File: config.mk
export PLATFORM = sky130hd
export DESIGN_NAME = ordered_list_append_delete_flat
export DESIGN_NICKNAME = d
export VERILOG_FILES = /design/src/rtl/olad_pkg.sv /design/src/rtl/olad_intf.sv /design/src/rtl/olad_cell.sv /design/src/rtl/ordered_list_append_delete.sv /design/src/flat_wrapper.sv
export VERILOG_INCLUDE_DIRS = /design/src /design/src/rtl
export SDC_FILE = /design/constraint.sdc
export NUM_CORES = 1
export LEC_CHECK = 0
export BUFFER_PORTS_ARGS = -buffer_cell sky130_fd_sc_hd__clkbuf_2
export CAP_MARGIN = 20
export CORE_ASPECT_RATIO = 0.75
export CORE_MARGIN = 2
export CORE_UTILIZATION = 69
export CTS_CLUSTER_SIZE = 14
export DETAILED_ROUTE_END_ITERATION = 10
export PLACE_DENSITY = 0.94
export SYNTH_ARGS = -nofsm -noshare
export SYNTH_HDL_FRONTEND = slang
export SYNTH_SLANG_ARGS = --single-unit
export TNS_END_PERCENT = 50
File: constraint.sdc
create_clock -name clk -period 17.35 [get_ports clk]
set_clock_uncertainty 0.1 [all_clocks]
set_input_delay 0.8675 -clock clk [delete_from_list [all_inputs] [get_ports clk]]
set_output_delay 0.8675 -clock clk [all_outputs]
set_load 0.03 [all_outputs]
File: src/rtl/ordered_list_append_delete_macros.svh
// Assertion macros for the ordered list block.
// Included by the modules that carry concurrent checks; expects clk and rst_n in scope.
`ifndef ORDERED_LIST_APPEND_DELETE_MACROS_SVH
`define ORDERED_LIST_APPEND_DELETE_MACROS_SVH
`ifndef SYNTHESIS
`define OLAD_CHECK(lbl, prop, msg) \
    lbl: assert property (@(posedge clk) disable iff (!rst_n) prop) else $error(msg);
`define OLAD_CHECK_ALWAYS(lbl, prop, msg) \
    lbl: assert property (@(posedge clk) prop) else $error(msg);
`else
`define OLAD_CHECK(lbl, prop, msg)
`define OLAD_CHECK_ALWAYS(lbl, prop, msg)
`endif
`endif

File: src/rtl/olad_pkg.sv
// Shared constants, codes and cell control types for the ordered list block.
// No dependencies; used by the interfaces, the cell and the top level.
package olad_pkg;

    localparam int CAPACITY = 16;

    localparam int VAL_W   = 32;
    localparam int OPC_W   = 2;
    localparam int POS_W   = 8;
    localparam int STAT_W  = 2;
    localparam int COUNT_W = 5;
    localparam int IDX_W   = (CAPACITY > 1) ? $clog2(CAPACITY) : 1;
    localparam int CNT_W   = $clog2(CAPACITY + 1);
    localparam int CMP_W   = (CNT_W > POS_W) ? CNT_W : POS_W;

    // request opcodes
    localparam logic [OPC_W-1:0] OP_APPEND    = 2'd0;
    localparam logic [OPC_W-1:0] OP_DEL_VALUE = 2'd1;
    localparam logic [OPC_W-1:0] OP_DEL_POS   = 2'd2;

    // response status codes
    localparam logic [STAT_W-1:0] ST_DONE  = 2'd0;
    localparam logic [STAT_W-1:0] ST_EMPTY = 2'd1;
    localparam logic [STAT_W-1:0] ST_MISS  = 2'd2;
    localparam logic [STAT_W-1:0] ST_FULL  = 2'd3;

    // compare controls broadcast to every cell
    typedef struct packed {
        logic              del_val;
        logic              del_pos;
        logic [VAL_W-1:0]  value;
        logic [POS_W-1:0]  pos_m1;
        logic [CNT_W-1:0]  count;
    } cell_cmd_t;

    // write strobes broadcast to every cell
    typedef struct packed {
        logic del;
        logic app;
    } cell_wr_t;

endpackage

File: src/rtl/olad_intf.sv
// Request and response channel interfaces for the ordered list block.
// Depends on olad_pkg for field widths.
interface olad_req_if;
    logic                              valid;
    logic                              ready;
    logic [olad_pkg::OPC_W-1:0]        opcode;
    logic signed [olad_pkg::VAL_W-1:0] value;
    logic [olad_pkg::POS_W-1:0]        position;

    modport source (output valid, output opcode, output value, output position, input ready);
    modport sink   (input valid, input opcode, input value, input position, output ready);
endinterface

interface olad_rsp_if;
    logic                          valid;
    logic                          ready;
    logic [olad_pkg::STAT_W-1:0]   status;
    logic [olad_pkg::COUNT_W-1:0]  count;

    modport source (output valid, output status, output count, input ready);
    modport sink   (input valid, input status, input count, output ready);
endinterface

File: src/rtl/olad_cell.sv
// One slot of the list: holds an entry, compares it and shifts from its upper neighbor.
// Depends on olad_pkg.
module olad_cell (
    input  logic                           clk,
    input  logic [olad_pkg::IDX_W-1:0]     idx,
    input  olad_pkg::cell_cmd_t            cmd,
    input  olad_pkg::cell_wr_t             wr,
    input  logic                           hit_in,
    input  logic [olad_pkg::VAL_W-1:0]     upper_data,
    output logic                           hit_out,
    output logic [olad_pkg::VAL_W-1:0]     data
);

    logic [olad_pkg::VAL_W-1:0] data_reg;
    logic [olad_pkg::VAL_W-1:0] data_next;
    logic                       occupied;
    logic                       hit_here;
    logic                       append_here;

    assign occupied    = olad_pkg::CNT_W'(idx) < cmd.count;
    assign append_here = olad_pkg::CNT_W'(idx) == cmd.count;
    assign hit_here    = occupied &&
                         ((cmd.del_val && (data_reg == cmd.value)) ||
                          (cmd.del_pos && (olad_pkg::POS_W'(idx) == cmd.pos_m1)));
    // a hit here or below means this slot closes the gap
    assign hit_out     = hit_in || hit_here;
    assign data        = data_reg;

    always_comb
    begin
        data_next = data_reg;
        if (wr.del && hit_out)
        begin
            data_next = upper_data;
        end
        else if (wr.app && append_here)
        begin
            data_next = cmd.value;
        end
    end

    always_ff @(posedge clk)
    begin
        data_reg <= data_next;
    end

endmodule

File: src/rtl/ordered_list_append_delete.sv
// Top level of the ordered list block: command decode, entry count and the row of cells.
// Depends on olad_pkg, olad_intf.sv, olad_cell and ordered_list_append_delete_macros.svh.
//
//   channel | dir | payload                      | accepted when
//   --------+-----+------------------------------+---------------------------
//   req     | in  | opcode, value, position      | req.valid && req.ready
//   rsp     | out | status, count                | rsp.valid && rsp.ready
//
// Each request finishes in the cycle it is accepted; its response appears in the output
// register on the next cycle. One request per cycle is sustained while responses are taken.
// The rate is set by the cell row: all slots compare against the request and shift toward
// the head in the same cycle, with the match flag rippling from slot 0 to the last slot.
// Reset clears the entry count and the response valid; slot contents are left as they are.
// A response that is not taken holds the output register and stalls the request side.
`include "ordered_list_append_delete_macros.svh"

module ordered_list_append_delete (
    input  logic                clk,
    input  logic                rst_n,
    olad_req_if.sink            req,
    olad_rsp_if.source          rsp
);

    logic [olad_pkg::CNT_W-1:0]   count_reg;
    logic [olad_pkg::CNT_W-1:0]   count_next;
    logic                         rsp_valid_reg;
    logic [olad_pkg::STAT_W-1:0]  rsp_status_reg;
    logic [olad_pkg::COUNT_W-1:0] rsp_count_reg;

    logic                         req_acc;
    logic [olad_pkg::STAT_W-1:0]  status_next;
    logic                         list_full;
    logic                         list_empty;
    logic                         found;

    olad_pkg::cell_cmd_t          cmd;
    olad_pkg::cell_wr_t           wr;
    logic                         hit_chain [olad_pkg::CAPACITY+1];
    logic [olad_pkg::VAL_W-1:0]   cell_data [olad_pkg::CAPACITY];

    // take a new request whenever the output register is free or being emptied
    assign req.ready  = !rsp_valid_reg || rsp.ready;
    assign req_acc    = req.valid && req.ready;

    assign rsp.valid  = rsp_valid_reg;
    assign rsp.status = rsp_status_reg;
    assign rsp.count  = rsp_count_reg;

    assign list_full  = count_reg == olad_pkg::CNT_W'(olad_pkg::CAPACITY);
    assign list_empty = count_reg == '0;

    // broadcast the request to the cell row
    assign cmd.del_val = req.opcode == olad_pkg::OP_DEL_VALUE;
    assign cmd.del_pos = req.opcode == olad_pkg::OP_DEL_POS;
    assign cmd.value   = $unsigned(req.value);
    assign cmd.pos_m1  = req.position - olad_pkg::POS_W'(1);
    assign cmd.count   = count_reg;

    assign hit_chain[0] = 1'b0;
    assign found        = hit_chain[olad_pkg::CAPACITY];

    for (genvar k = 0; k < olad_pkg::CAPACITY; k++)
    begin : g_cell
        logic [olad_pkg::VAL_W-1:0] upper;

        // last slot has no upper neighbor; what it takes lies beyond the new count
        if (k == olad_pkg::CAPACITY - 1)
        begin : g_last
            assign upper = cell_data[k];
        end
        else
        begin : g_mid
            assign upper = cell_data[k+1];
        end

        olad_cell u_cell (
            .clk        (clk),
            .idx        (olad_pkg::IDX_W'(k)),
            .cmd        (cmd),
            .wr         (wr),
            .hit_in     (hit_chain[k]),
            .upper_data (upper),
            .hit_out    (hit_chain[k+1]),
            .data       (cell_data[k])
        );
    end

    // decide the outcome of the request
    always_comb
    begin
        case (req.opcode)
            olad_pkg::OP_APPEND:
            begin
                status_next = list_full ? olad_pkg::ST_FULL : olad_pkg::ST_DONE;
            end
            olad_pkg::OP_DEL_VALUE:
            begin
                if (list_empty)
                begin
                    status_next = olad_pkg::ST_EMPTY;
                end
                else
                begin
                    status_next = found ? olad_pkg::ST_DONE : olad_pkg::ST_MISS;
                end
            end
            olad_pkg::OP_DEL_POS:
            begin
                if (list_empty || (req.position == '0))
                begin
                    status_next = olad_pkg::ST_EMPTY;
                end
                else if (olad_pkg::CMP_W'(req.position) > olad_pkg::CMP_W'(count_reg))
                begin
                    status_next = olad_pkg::ST_MISS;
                end
                else
                begin
                    status_next = olad_pkg::ST_DONE;
                end
            end
            default:
            begin
                // unused opcode: drop the request, leave the list alone
                status_next = olad_pkg::ST_MISS;
            end
        endcase
    end

    // commit only successful requests
    always_comb
    begin
        wr.app     = req_acc && (status_next == olad_pkg::ST_DONE) &&
                     (req.opcode == olad_pkg::OP_APPEND);
        wr.del     = req_acc && (status_next == olad_pkg::ST_DONE) &&
                     (cmd.del_val || cmd.del_pos);
        count_next = count_reg;
        if (wr.app)
        begin
            count_next = count_reg + olad_pkg::CNT_W'(1);
        end
        else if (wr.del)
        begin
            count_next = count_reg - olad_pkg::CNT_W'(1);
        end
    end

    always_ff @(posedge clk or negedge rst_n)
    begin
        if (!rst_n)
        begin
            count_reg     <= '0;
            rsp_valid_reg <= 1'b0;
        end
        else
        begin
            count_reg <= count_next;
            if (req_acc)
            begin
                rsp_valid_reg <= 1'b1;
            end
            else if (rsp.ready)
            begin
                rsp_valid_reg <= 1'b0;
            end
        end
    end

    // response payload: load on accept, hold otherwise
    always_ff @(posedge clk)
    begin
        if (req_acc)
        begin
            rsp_status_reg <= status_next;
            rsp_count_reg  <= olad_pkg::COUNT_W'(count_next);
        end
    end

    `OLAD_CHECK(a_count_bound,
        count_reg <= olad_pkg::CNT_W'(olad_pkg::CAPACITY),
        "entry count above capacity")
    `OLAD_CHECK(a_append_grows,
        (req_acc && (req.opcode == olad_pkg::OP_APPEND) && !list_full) |=>
            (count_reg == $past(count_reg) + olad_pkg::CNT_W'(1)),
        "append did not grow the list")
    `OLAD_CHECK(a_delete_shrinks,
        (req_acc && (cmd.del_val || cmd.del_pos) && (status_next == olad_pkg::ST_DONE)) |=>
            (count_reg == $past(count_reg) - olad_pkg::CNT_W'(1)),
        "delete did not shrink the list")
    `OLAD_CHECK(a_fail_keeps_count,
        (req_acc && (status_next != olad_pkg::ST_DONE)) |=> $stable(count_reg),
        "failed request changed the count")
    `OLAD_CHECK(a_stall_only_when_held,
        !req.ready |-> rsp_valid_reg,
        "request stalled with no response held")

endmodule
File: src/flat_wrapper.sv
// flat-port wrapper written by rule: the top's interface ports become plain ports
module ordered_list_append_delete_flat 
  (clk, rst_n, req_valid, req_opcode, req_value, req_position, req_ready, rsp_valid, rsp_status, rsp_count, rsp_ready);
  olad_req_if req_i ();
  olad_rsp_if rsp_i ();
  input  logic clk;
  input  logic rst_n;
  input wire logic [$bits(req_i.valid)-1:0] req_valid;
  input wire logic [$bits(req_i.opcode)-1:0] req_opcode;
  input wire logic [$bits(req_i.value)-1:0] req_value;
  input wire logic [$bits(req_i.position)-1:0] req_position;
  output wire logic [$bits(req_i.ready)-1:0] req_ready;
  output wire logic [$bits(rsp_i.valid)-1:0] rsp_valid;
  output wire logic [$bits(rsp_i.status)-1:0] rsp_status;
  output wire logic [$bits(rsp_i.count)-1:0] rsp_count;
  input wire logic [$bits(rsp_i.ready)-1:0] rsp_ready;
  assign req_i.valid = req_valid;
  assign req_i.opcode = req_opcode;
  assign req_i.value = req_value;
  assign req_i.position = req_position;
  assign req_ready = req_i.ready;
  assign rsp_valid = rsp_i.valid;
  assign rsp_status = rsp_i.status;
  assign rsp_count = rsp_i.count;
  assign rsp_i.ready = rsp_ready;
  ordered_list_append_delete u_core (.clk(clk), .rst_n(rst_n), .req(req_i), .rsp(rsp_i));
endmodule
## Word-level counts from Yosys, hierarchy flattened

Index checks and enable logic that the tools add are counted.
Widths: inputs -> output; s select.

| cells by class | value |
|---|---|
| muxes and demuxes | 40 |
| $lt $le $gt $ge | 17 |
| eq/ne operators | 49 |
| add/subtract/negate cells | 3 |
| bitwise gates (word level) | 1 |
| reductions and logical operators | 141 |

Operators by type and width:

| operator | count |
|---|---|
| $mux 32 | 30 |
| $eq 32x32->1 | 16 |
| $logic_and 1x1->1 | 84 |
| $eq 4x8->1 const A | 8 |
| $eq 4x5->1 const A | 8 |
| $lt 4x5->1 const A | 8 |
| $logic_or 1x1->1 | 34 |
| $eq 3x8->1 const A | 4 |
| $reduce_bool 2->1 | 16 |
| $eq 3x5->1 const A | 4 |
| $lt 3x5->1 const A | 4 |
| $eq 2x8->1 const A | 2 |
| $logic_not 8->1 | 2 |
| $eq 2x5->1 const A | 2 |
| $lt 1x5->1 const A | 2 |
| $lt 2x5->1 const A | 2 |
| $mux 2 | 5 |
| $mux 5 | 2 |
| $eq 1x8->1 const A | 1 |
| $gt 8x5->1 | 1 |
| $sub 8x1->8 const B | 1 |
| $pmux 2 s3 | 1 |
| $add 5x1->5 const B | 1 |
| $eq 1x5->1 const A | 1 |
| other kinds (10) | 12 |

| storage, ports and cells | value |
|---|---|
| word-level logic and storage cells | 271 |
| bits in registers | 525 |

## Depth between registers and ports, before layout

Gate-level depths: netlist of run 1.

| logic depth | value |
|---|---|
| word-level depth | 29 |
| mapped depth | 15 |
| gate-level depth less buffers | 11 |

## Hierarchy

A second synthesis of run 1 with hierarchy kept.

| second synthesis, totals | value |
|---|---|
| cells, all modules | 2351 |
| area, all modules | 33945.1 µm² |

Modules (own cells, without submodules):

| module | cells an instance | seq. area each (µm²) | times used | area an instance (µm²) |
|---|---|---|---|---|
| olad_cell at u_core.g_cell[10].u_cell ... | 140 | 960.9 | 12 | 2055.7 |
| olad_cell at u_core.g_cell[0].u_cell ... | 142 | 960.9 | 3 | 2055.7 |
| olad_cell at u_core.g_cell[13].u_cell | 139 | 960.9 | 1 | 2068.2 |
| ordered_list_append_delete | 106 | 360.3 | 1 | 1041.0 |

## Least setup slack after synthesis of run 1

Ideal clock, no wire load.

| path | value |
|---|---|
| path type | input -> register |
| start | in req_value[19] |
| end | reg u_core.g_cell[3].u_cell.data_reg (netlist bit u_core.g_cell[3].u_cell.data[0]), enable pin |
| data arrival time | 6.108 ns |
| stages on the path | 12 |
| library setup time | 0.511 ns |
| slack | 10.631 ns |
| required time | 16.739 ns |
| cell sequence | clkbuf_1 -> buf_4 -> buf_2 -> xnor2_1 -> nand4_1 -> nor4_1 -> nand3_1 -> nand4b_4 -> or2_1 -> buf_2 -> o21ai_1 -> o41ai_1 |

| on the way | value |
|---|---|
| word-level cells in the longest chain between the ends | 27 |
| elaborated cells between the ends (all ways) | 89 |
| classes of those cells | eq/ne: 16; mux: 3; reduce/logical: 70 |

RTL lines:

| item | RTL line | RTL |
|---|---|---|
| start, declared | flat_wrapper.sv:10 | `input wire logic [$bits(req_i.value)-1:0] req_value;` |
| $eq 32x32->1 | olad_cell.sv:23 | `((cmd.del_val && (data_reg == cmd.value)) \|\|` |
| $logic_and 1x1->1 | olad_cell.sv:23 |  |
| $logic_or 1x1->1 | olad_cell.sv:23 |  |
| $logic_and 1x1->1 | olad_cell.sv:22 | `assign hit_here = occupied &&` |
| $logic_or 1x1->1 (15 in a row) | olad_cell.sv:26 | `assign hit_out = hit_in \|\| hit_here;` |
| $mux 2 | ordered_list_append_delete.sv:104 | `status_next = found ? olad_pkg::ST_DONE : olad_pkg::ST_MISS;` |
| $mux 2 | ordered_list_append_delete.sv:98 | `if (list_empty)` |
| $pmux 2 s3 | ordered_list_append_delete.sv:91 | `case (req.opcode)` |
| $logic_not 2->1 | ordered_list_append_delete.sv:133, ordered_list_append_delete.sv:135 |  |
| $logic_and 1x1->1 | ordered_list_append_delete.sv:133, ordered_list_append_delete.sv:135 |  |
| $logic_and 1x1->1, on equally long branches | ordered_list_append_delete.sv:135, ordered_list_append_delete.sv:133 |  |
| $logic_and 1x1->1, on equally long branches | olad_cell.sv:32, olad_cell.sv:36 |  |
| $reduce_bool 2->1 (no line) * | -- |  |
| end signal, assigned | olad_cell.sv:44 | `data_reg <= data_next;` |
| end, declared | olad_cell.sv:14 | `logic [olad_pkg::VAL_W-1:0] data_reg;` |

Mark *: on every way between the ends. The rest lies on a longest branch, timed or not.
A chain may end at the register's enable or synchronous reset.

## Final worst setup path of run 1

| path | value |
|---|---|
| start | reg u_core.count_reg[1] (netlist bit) |
| end | reg u_core.g_cell[11].u_cell.data_reg (netlist bit u_core.g_cell[11].u_cell.data[17]), enable pin |

| on the way | value |
|---|---|
| word-level cells in the longest chain between the ends | 25 |
| elaborated cells between the ends (all ways) | 65 |
| classes of those cells | order compare: 17; eq/ne: 2; mux: 6; reduce/logical: 40 |

RTL lines:

| item | RTL line | RTL |
|---|---|---|
| start, declared | ordered_list_append_delete.sv:24 | `logic [olad_pkg::CNT_W-1:0] count_reg;` |
| start signal, assigned | ordered_list_append_delete.sv:157 | `count_reg <= count_next;` |
| $lt 1x5->1 | olad_cell.sv:20 | `assign occupied = olad_pkg::CNT_W'(idx) < cmd.count;` |
| $logic_and 1x1->1 | olad_cell.sv:22 |  |
| $logic_or 1x1->1 (15 in a row) | olad_cell.sv:26 |  |
| $mux 2 | ordered_list_append_delete.sv:104 |  |
| $mux 2 | ordered_list_append_delete.sv:98 |  |
| $pmux 2 s3 | ordered_list_append_delete.sv:91 |  |
| $logic_not 2->1 | ordered_list_append_delete.sv:133, ordered_list_append_delete.sv:135 |  |
| $logic_and 1x1->1 | ordered_list_append_delete.sv:133, ordered_list_append_delete.sv:135 |  |
| $logic_and 1x1->1, on equally long branches | ordered_list_append_delete.sv:135, ordered_list_append_delete.sv:133 |  |
| $logic_and 1x1->1, on equally long branches | olad_cell.sv:32, olad_cell.sv:36 |  |
| $reduce_bool 2->1 (no line) * | -- |  |
| end signal, assigned | olad_cell.sv:44 |  |
| end, declared | olad_cell.sv:14 |  |

Marked as above.

==> key figures, run 1 <==
Placement
  • Dpl cell area: 29800 µm²
  • DP Worst Slack: 11750 ps
  • # port buffers: 54
  • Final HPWL DP: 53.4 mm
  • GP Congestion: 1.03

Cells and area
  • Fraction of layout cells with a size suffix above 1: 31.1%
  • Nets: 2166
  • Max reg flops: 512
  • Storage cell area: 15700 µm²
  • Layout Area Growth over Synthesis: 7.66%
  • Post-route cell area: 31500 µm²
  • Multi-input gate area: 12600 µm²
  • Filler instances: 2487

Yosys
  • Top cells by count, synth: edfxtp_1, mux2_2, xnor2_1
  • Synth Register Bits: 525
  • Synthesized instance count: 2130
  • Warnings, synthesis: 0
  • Sequential area share after synthesis: 53.8%
  • Number of flops mapped to enable cells by yosys: 519
  • Most common cell in the netlist: edfxtp_1
  • Area share of the largest cell type after synthesis: 53.3%
  • Synth area leader: edfxtp_1
  • Post-synthesis cell area: 29200 µm²
  • Async S/R FF share, synth: 1.14%
  • Main synth FF type: edfxtp_1
  • Area contributors post-synth: edfxtp_1, mux2_2, xnor2_1, xor2_1, nand4_1
  • Syn avg cell area: 13.7 µm²
  • Netlist cell types: 71
  • Syn Nets: 2190

Detailed routing
  • WL final: 82.3 mm
  • DRT antenna net count: 0
  • Drt drc: 0
  • Pre-Repair DR Iteration Count: 6
  • Wirelength per Cell: 30.3 µm
  • Vias: 18700
  • Initial drt markers: 2733
  • Routed vias/inst: 6.89

Outcome
  • Status: completed

Setup path
  • CP arrival: 5550 ps
  • CP Cell Sequence: inv_1, ha_1, nor4b_1, a21oi_1, a41o_1, nor3b_4, nand2_2, a31oi_4, o21bai_2, buf_4
  • R2R setup slack: 11940 ps
  • Worst R2R Path Depth: 10
  • Worst Path Class, Setup: flip-flop to flip-flop
  • Critical path launch point type: flip-flop
  • Worst Path Max Fanout: 33
  • Crit end category: flip-flop
  • Slowest-stage cell, CP: a31oi_4
  • CP Data Required Time: 17490 ps
  • Reg2reg start: u_core.count_reg[1]
  • Start point of the critical path: u_core.count_reg[1]
  • Largest stage delay on the critical path: 940 ps
  • Reg2reg end: u_core.g_cell[11].u_cell.data[17]

STA
  • Final setup margin: 11940 ps
  • Final worst-path cycle share: 31.2%
  • Final hold vios: 0
  • Final Max Slew Viols: 0
  • Fmax: 0.185 GHz
  • Finish-stage setup viols: 0
  • Sum of negative setup slack: 0 ps
  • Unrepaired setup endpoints after global routing: false
  • Slew @ Worst Pin: 1210 ps
  • Max_slew headroom: 19.6%
  • Fin crit period: 5410 ps

Floorplan
  • Site Rows: 65
  • I/O Pins: 55
  • Die Y: 182 µm
  • CORE AREA: 41900 µm²
  • Area of the die: 44000 µm²
  • Die W: 242 µm
  • Initial Utilization: 69.8%

Job
  • Max Cap Viol: 0

Clock network
  • Maximum clock path buffer count: 3
  • Post-CTS Resized: 0
  • Clock sinks: 525
  • Cts bufs inserted: 51
  • CTS tree: yes
  • Clock Latency Late Sink: 600 ps
  • H-tree depth: 2
  • Root Buffer: clkbuf_16
  • Clk slew on worst S/H paths: 60 ps

Global route
  • Total GRT Usage: 37.2%
  • First-pass GRT wire length: 122 mm
  • Vias in the first global route: 18700
  • Antenna violations before repair: 1
  • Pin count of the biggest net entering global routing: 37
  • Grt ovf: 0

Hold path
  • Min-delay worst type: input pin to flip-flop
  • Hold Crit Start: req_valid
  • Worst Hold Depth: 2
  • Hold EP: u_core.rsp.valid

Pwr
  • PD cells: 90.8 nW/µm²
  • Lkg Pwr: 9.99 nW
  • VDD IR max: 0.0833 mV
[critical path: cells and delay by family, from the launching register on]
family | cells | cell delay, ps
simple gates | 3 | 1580
compound gates | 4 | 1690
fa+ha+maj | 1 | 320
flops | 1 | 630
buf+inv | 2 | 720
[cell usage in the layout (no fill, tap or decap), types with 5 or more instances in the layout]
master,n
edfxtp_1,519
mux2_2,451
xnor2_1,348
xor2_1,161
nand4_1,91
nor4_1,54
clkbuf_2,54
clkbuf_16,52
buf_4,51
nand2_1,37
nand3_1,34
nor3_1,26
nor2_1,22
mux2_1,21
inv_1,15
clkbuf_1,15
ha_1,14
o21ai_0,12
a21oi_1,10
clkinv_1,10
nand2b_1,8
o31ai_4,8
or3_1,6
o22ai_1,6
clkinv_2,6
dfrtp_1,6
or4_1,5
[power breakdown]
part	switching, mW	internal [mW]
Sequential	0.0345	1.41
Clock	0.483	0.617
Combinational	0.200	0.116
[cell type report]
| type | instances | share of cell area, % |
|---|---|---|
| Antenna cell | 2 | 0.0159 |
| Clock buffer | 69 | 4.40 |
| Clock inverter | 21 | 0.676 |
| Inverter | 19 | 0.227 |
| Multi-Input combinational cell | 1400 | 40.2 |
| Sequential cell | 525 | 50.0 |
| Tap cell | 569 | 2.26 |
| Timing Repair Buffer | 109 | 2.22 |
[what timing repair did]
item | CTS | global route
hold buffers | 1 | 0
setup buffers | 0 | 0
hold endpoints to repair | 2 | 0
[per-layer routing]
layer	up-vias	global-route usage, %	share of wire [%]
met5	-	0	0
met4	0	11.2	2.9
met3	199	10.1	12
met2	1296	56.4	44
met1	9384	52.9	40
li1	7813	-	-
[how the worst max path moves through the flow]
stage / end / cells after the start
5_1_grt: u_core.g_cell[11].u_cell.data[20] / 10
4_1_cts: u_core.g_cell[11].u_cell.data[17] / 10
6_report: u_core.g_cell[11].u_cell.data[17] / 10
2_1_floorplan: u_core.g_cell[3].u_cell.data[0] / 12
3_3_place_gp: u_core.g_cell[11].u_cell.data[17] / 10
3_5_place_dp: u_core.g_cell[15].u_cell.data[24] / 10
[metrics by stage]
stage          hold WS, ps  total power [mW]  utilization, %  std cells
4_1_cts                377              2.84            75.0       2710
2_1_floorplan          442              1.66               -       2130
3_5_place_dp           436              1.76            71.2       2619
5_1_grt                383              2.92            75.1       2712
6_report               388              2.86            75.1       2714
3_3_place_gp           405              1.76            71.2       2618
[logic make-up (layout without fill, tap and decap cells)]
logic type                 Yosys count  count (layout)  share of synthesized area (%)
DFF                                525             525                           53.8
xor gates and xnor gates           509             509                           15.3
muxes                              472             472                           18.2
and+or+nand+nor                    318             318                           6.37
buffers and inverters              205             218                           3.57
AOI/OAI and AO/OA                   87              87                           2.18
adders and majority gates           14              14                          0.599
other                                0               2                              0
Power figures use the tool's default switching activity.
==> inputs of run 2 (changes only) <==
--- a/config.mk
+++ b/config.mk
@@ -10,10 +10,10 @@
 export CAP_MARGIN = 20
 export CORE_ASPECT_RATIO = 0.75
 export CORE_MARGIN = 2
-export CORE_UTILIZATION = 69
+export CORE_UTILIZATION = 58
 export CTS_CLUSTER_SIZE = 14
 export DETAILED_ROUTE_END_ITERATION = 10
-export PLACE_DENSITY = 0.94
+export PLACE_DENSITY = 0.85
 export SYNTH_ARGS = -nofsm -noshare
 export SYNTH_HDL_FRONTEND = slang
 export SYNTH_SLANG_ARGS = --single-unit
==> constraint.sdc (replaced) <==
create_clock -name clk -period 4.7 [get_ports clk]
set_clock_uncertainty 0.1 [all_clocks]
set_input_delay 0.235 -clock clk [delete_from_list [all_inputs] [get_ports clk]]
set_output_delay 0.235 -clock clk [all_outputs]
set_load 0.03 [all_outputs]
==> run 2 against run 1 <==
Net effect: register-to-register slack got worse by 12000 ps; combinational power increased to 4.2 times the previous value; utilization shrank 9.7 points; sequential share of layout area shrank 1.8 points; highest routed layer unchanged.
==> key figures, run 2 (synthesis results as in run 1) <==
Floorplan
  • Site Rows: 71
  • Die Y: 198 µm
  • Initial Utilization: 58.5%
  • CORE AREA: 49900 µm²
  • Area of the die: 52200 µm²
  • Die W: 263 µm
  • I/O Pins: 55

Hold path
  • Min-delay worst type: input pin to flip-flop

Detailed routing
  • Pre-Repair DR Iteration Count: 8
  • M1 wire length: 35.0 mm
  • Wirelength per Cell: 29.9 µm
  • Vias: 19100
  • Wire length on met3: 13.7 mm
  • Drt drc: 0
  • WL final: 86.6 mm
  • Top Layer Used: met4
  • DRT antenna net count: 0
  • Routed vias/inst: 6.61
  • Initial drt markers: 2804
  • Met2 Wirelength: 34.7 mm

Clock network
  • CTS tree: yes
  • Clock Latency Late Sink: 610 ps
  • H-tree depth: 2
  • Clk slew on worst S/H paths: 60 ps
  • Post-CTS Setup Repair Bufs: 0
  • Maximum clock path buffer count: 3
  • Cts bufs inserted: 52
  • Root Buffer: clkbuf_16
  • Clock sinks: 525

Cells and area
  • Fraction of layout cells with a size suffix above 1: 33.7%
  • Ant diodes: 0
  • Most frequent cells in the layout: edfxtp_1, mux2_2, xnor2_1
  • Most common cell after layout, fill and taps aside: edfxtp_1
  • Max reg flops: 512
  • Nets: 2254
  • Layout Area Growth over Synthesis: 11.7%
  • Post-route cell area: 32600 µm²

STA
  • Final Max Slew Viols: 0
  • Fmax: 0.215 GHz
  • Max_slew headroom: 27.7%
  • Final hold vios: 0
  • Sum of negative setup slack: 0 ps
  • Final worst-path cycle share: 98.9%
  • Unrepaired setup endpoints after global routing: false
  • Fin crit period: 4650 ps
  • Slew @ Worst Pin: 1080 ps
  • Final setup margin: 51.1 ps
  • Finish-stage setup viols: 0

Placement
  • # port buffers: 54
  • Dpl cell area: 31000 µm²
  • DP Worst Slack: 161 ps
  • Final HPWL DP: 60.3 mm
  • GP Congestion: 1.02

Setup path
  • Worst Path Class, Setup: flip-flop to flip-flop
  • Worst Path Max Fanout: 32
  • Critical Path Sink: u_core.g_cell[0].u_cell.data[16]
  • Reg2reg start: u_core.count_reg[2]
  • CP arrival: 4770 ps
  • Critical path launch point type: flip-flop
  • R2R setup slack: 50 ps
  • Crit end category: flip-flop
  • Worst R2R Path Depth: 10
  • CP Data Required Time: 4820 ps
  • Reg2reg end: u_core.g_cell[0].u_cell.data[16]
  • Start point of the critical path: u_core.count_reg[2]

Pwr
  • Final Power: 10.7 mW
  • PD cells: 328 nW/µm²
  • VDD IR max: 0.268 mV
  • Lkg Pwr: 10.6 nW

Global route
  • Vias in the first global route: 18700
  • First-pass GRT wire length: 124 mm
  • Pin count of the biggest net entering global routing: 37
  • Total GRT Usage: 32.9%
  • Antenna violations before repair: 0
  • Grt ovf: 0

Job
  • Max Cap Viol: 0

Outcome
  • Status: completed
[run 2: repair_timing]
action,4_1_cts,5_1_grt
endpoints found under the setup margin,0,32
hold endpoints to repair,7,0
gates resized for setup,0,1
hold buffers,4,0
[run 2: worst min-delay path by stage]
stage | to | cells after the start | slack, ps | from
6_report | u_core.g_cell[15].u_cell.data[6] | 2 | 20 | req_value[6]
2_1_floorplan | u_core.count_reg[0] | 0 | -160 | rst_n
3_5_place_dp | u_core.rsp.valid | 1 | -10 | rst_n
5_1_grt | u_core.g_cell[15].u_cell.data[6] | 2 | 30 | req_value[6]
3_3_place_gp | u_core.rsp.valid | 1 | -10 | rst_n
4_1_cts | u_core.g_cell[5].u_cell.data[12] | 2 | 3 | req_value[12]
[run 2: worst max-delay path: stages, from the launching register on]
cell	delay (ps)
dfrtp_1	600
buf_4	230
a21oi_1	200
or4_1	580
nor4_1	600
a41oi_1	370
and3_4	310
nand4_2	130
nor3_2	130
nor3_4	240
a31o_2	750
[run 2: where the power goes]
part / switching [mW] / internal, mW / total, mW
Sequential: 0.0795 / 5.19 / 5.27
Combinational: 0.813 / 0.520 / 1.33
Clock: 1.83 / 2.26 / 4.09
[run 2: metrics by stage]
step | util (%) | hold WS (ps) | std cells
3_5_place_dp | 62.1 | -13.2 | 2793
5_1_grt | 65.4 | 31.6 | 2893
2_1_floorplan | - | -161 | 2130
4_1_cts | 65.4 | 2.82 | 2893
6_report | 65.4 | 23.6 | 2893
3_3_place_gp | 62.1 | -10.5 | 2793
[run 2: cell type report]
cell class	instances	area, µm²
fillers	3495	17300
flip-flops and latches	525	15700
multi-input cells	1400	12700
repair buffers	196	1730
clock buffers	67	1360
well taps	657	822
clock inverters	29	259
inverters	19	71.3
[run 2: metal layers]
layer  vias to the layer above  GRT usage (%)
li1                       7991              -
met1                      9555           46.8
met2                      1378           44.3
met3                       200           13.9
met4                         0           12.6
met5                         -              0
==> inputs of run 3 (changes only) <==
--- a/config.mk
+++ b/config.mk
@@ -16,5 +16,6 @@
 export PLACE_DENSITY = 0.85
 export SYNTH_ARGS = -nofsm -noshare
 export SYNTH_HDL_FRONTEND = slang
+export SYNTH_HIERARCHICAL = 1
 export SYNTH_SLANG_ARGS = --single-unit
 export TNS_END_PERCENT = 50
==> run 3 against run 2 <==
Net effect: the flow now finishes with violations (negative setup slack); via count grew 20%; critical path depth is 25 higher; register-to-register slack got worse by 1600 ps; clock-buffer cell count shrank 5; worst setup slack worse by 1600 ps; final area grew 28%; critical endpoint is now u_core/g_cell[15].u_cell/data[20].
==> key figures, run 3 <==
Placement
  • Final HPWL DP: 56.6 mm
  • GP Congestion: 0.927
  • # port buffers: 54

Floorplan
  • Initial Utilization: 58.9%
  • CORE AREA: 57600 µm²
  • Die Y: 214 µm
  • Area of the die: 60500 µm²
  • Die W: 283 µm
  • Site Rows: 76
  • I/O Pins: 55

Cells and area
  • Multi-input gate area: 18200 µm²
  • Most common cell after layout, fill and taps aside: edfxtp_1
  • Layout Area Growth over Synthesis: 23.0%
  • Storage cell area: 15700 µm²
  • Max reg flops: 512
  • Filler instances: 3194
  • Fraction of layout cells with a size suffix above 1: 40.3%
  • Most frequent cells in the layout: edfxtp_1, mux2_4, xnor2_1
  • Nets: 3102
  • Post-layout util: 72.5%

Yosys
  • Synth area leader: edfxtp_1
  • Netlist cell types: 55
  • Synth Area in Compound Gates: 2.92%
  • Area contributors post-synth: edfxtp_1, mux2_4, xnor2_1, xor2_1, ha_1
  • Number of flops mapped to enable cells by yosys: 519
  • Synthesized instance count: 2351
  • Synth Area in Adders: 2.88%
  • Syn avg cell area: 14.4 µm²
  • Synth Area in XOR/XNOR: 15.1%
  • Most common cell in the netlist: edfxtp_1
  • Top cells by count, synth: edfxtp_1, mux2_4, xnor2_1
  • Mux cell area share after synthesis: 22.1%
  • Simple-Gate Fraction of Synth Area: 6.26%
  • Largest family of logic cells by synthesized area: multiplexers
  • Area share of the largest cell type after synthesis: 45.9%
  • Async S/R FF share, synth: 1.14%
  • Sequential area share after synthesis: 46.4%
  • Warnings, synthesis: 6
  • Main synth FF type: edfxtp_1
  • Post-synthesis cell area: 33900 µm²
  • Synth Register Bits: 525

STA
  • Fin Hold WS: 58.3 ps
  • Final Max Slew Viols: 0
  • Fin crit period: 6270 ps
  • Final hold vios: 0
  • Finish-stage setup viols: 1035
  • Final worst-path cycle share: 133%
  • Unrepaired setup endpoints after global routing: true
  • Fmax: 0.160 GHz
  • Final setup margin: -1570 ps
  • Slew @ Worst Pin: 873 ps
  • Max_slew headroom: 41.0%

Global route
  • Grt ovf: 0
  • First-pass GRT wire length: 132 mm
  • Vias in the first global route: 23600
  • Antenna violations before repair: 6
  • Pin count of the biggest net entering global routing: 37
  • Total GRT Usage: 28.5%

Clock network
  • Maximum clock path buffer count: 3
  • H-tree depth: 2
  • Clock Latency Late Sink: 590 ps
  • CTS tree: yes
  • Clock sinks: 525
  • Cts bufs inserted: 50
  • Clk slew on worst S/H paths: 70 ps
  • Root Buffer: clkbuf_16

Setup path
  • Cell mode on critical path: a21o_1
  • Worst path buffer plus inverter count: 7
  • Cell family with most CP delay: compound AO/OA/AOI/OAI gates
  • Largest stage delay on the critical path: 510 ps
  • Slowest-stage cell, CP: a2111oi_4
  • Start point of the critical path: req_position[4]
  • CP arrival: 6400 ps
  • Crit end category: flip-flop
  • Worst Path Max Fanout: 13
  • Reg2reg start: u_core/count_reg[2]
  • CP Data Required Time: 4830 ps
  • Critical path launch point type: input pin
  • Worst Path Class, Setup: input pin to flip-flop

Detailed routing
  • DRT antenna net count: 0
  • Vias: 23000
  • Pre-Repair DR Iteration Count: 5
  • Wirelength per Cell: 25.9 µm
  • WL final: 98.3 mm
  • Routed vias/inst: 6.05
  • Initial drt markers: 2203
  • Drt drc: 0

Outcome
  • Status: finished with violations
  • Failing checks: negative setup slack

Pwr
  • PD cells: 312 nW/µm²
  • VDD IR max: 0.299 mV
  • Lkg Pwr: 17.3 nW

Hold path
  • Hold Crit Start: req_value[7]
  • Min-delay worst type: input pin to flip-flop

Job
  • Max Cap Viol: 0
## run 3: cell count changes in the layout (fill, tap and decap cells not counted), moves of 59 or more
cell / previous run / this run
buf_4: 107 / 321
conb_1: 0 / 130
ha_1: 14 / 73
inv_1: 15 / 76
mux2_2: 451 / 29
mux2_4: 0 / 483
## run 3: kinds of logic after synthesis
family | count (synthesis)
muxes | 513
DFF | 525
buffers and inverters | 149
adders and majority gates | 78
xor gates and xnor gates | 586
and+or+nand+nor | 366
other | 2
AOI/OAI and AO/OA | 132
## run 3: worst paths after layout
path                                                     endpoint  slack [ps]  cells after the start
worst max-delay path            u_core/g_cell[15].u_cell/data[20]       -1570                     35
worst min-delay path              u_core/g_cell[7].u_cell/data[7]          60                      3
worst max register to register   u_core/g_cell[9].u_cell/data[28]       -1540                     31
worst min register to register   u_core/g_cell[7].u_cell/data[16]         500                      1
max in group asynchronous                     u_core/count_reg[1]        3510                      3
min in group asynchronous                     u_core/count_reg[4]         630                      3
## run 3: stage by stage
| stage | std cells | setup WS [ps] | total power [mW] | setup TNS (ps) | cell area, µm² |
|---|---|---|---|---|---|
| after floorplan | 2479 | -1270 | 7.46 | -1247470 | 34800 |
| after global placement | 3592 | -1600 | 8.36 | -1518000 | 38000 |
| after detailed placement | 3592 | -1770 | 8.58 | -1690380 | 38000 |
| after CTS | 3754 | -1250 | 12.6 | -1177190 | 40700 |
| after global routing | 3798 | -1670 | 13.4 | -1609500 | 41800 |
| final | 3800 | -1570 | 13.0 | -1472480 | 41800 |
## run 3: area by class of cell
class                   count  area share (%)
well taps                 780            2.34
flip-flops and latches    525            37.7
repair buffers            495            11.9
multi-input cells        1823            43.6
inverters                  83           0.764
clock buffers              62            3.15
diodes                      3          0.0180
clock inverters            29           0.521
## run 3: per-layer routing
metal | up-vias | GRT usage [%] | share of wire (%)
met3 | 362 | 3.85 | 7.9
met1 | 11500 | 34.1 | 36
li1 | 9927 | - | -
met5 | - | 0 | 0
met2 | 1215 | 51.9 | 50
met4 | 0 | 12.1 | 5.7
## run 3: power by group
| part | internal (mW) | leakage, nW | switching [mW] | total (mW) |
|---|---|---|---|---|
| Combinational | 1.67 | 11.8 | 1.92 | 3.59 |
| Clock | 2.15 | 0.758 | 1.81 | 3.96 |
| Sequential | 5.37 | 4.76 | 0.121 | 5.49 |
| Total | 9.19 | 17.3 | 3.85 | 13.0 |
## run 3: worst min-delay path, delay by kind of cell
kind	cells	cell delay [ps]
buffers and inverters	2	240
muxes	1	150
## run 3: repair_timing
action	4_1_cts	5_1_grt
gates cloned	26	23
setup buffers	41	23
endpoints found under the hold margin	7	0
setup endpoints to repair	1035	1035
resized for setup	72	69
hold buffers	4	0
pin swaps	23	26
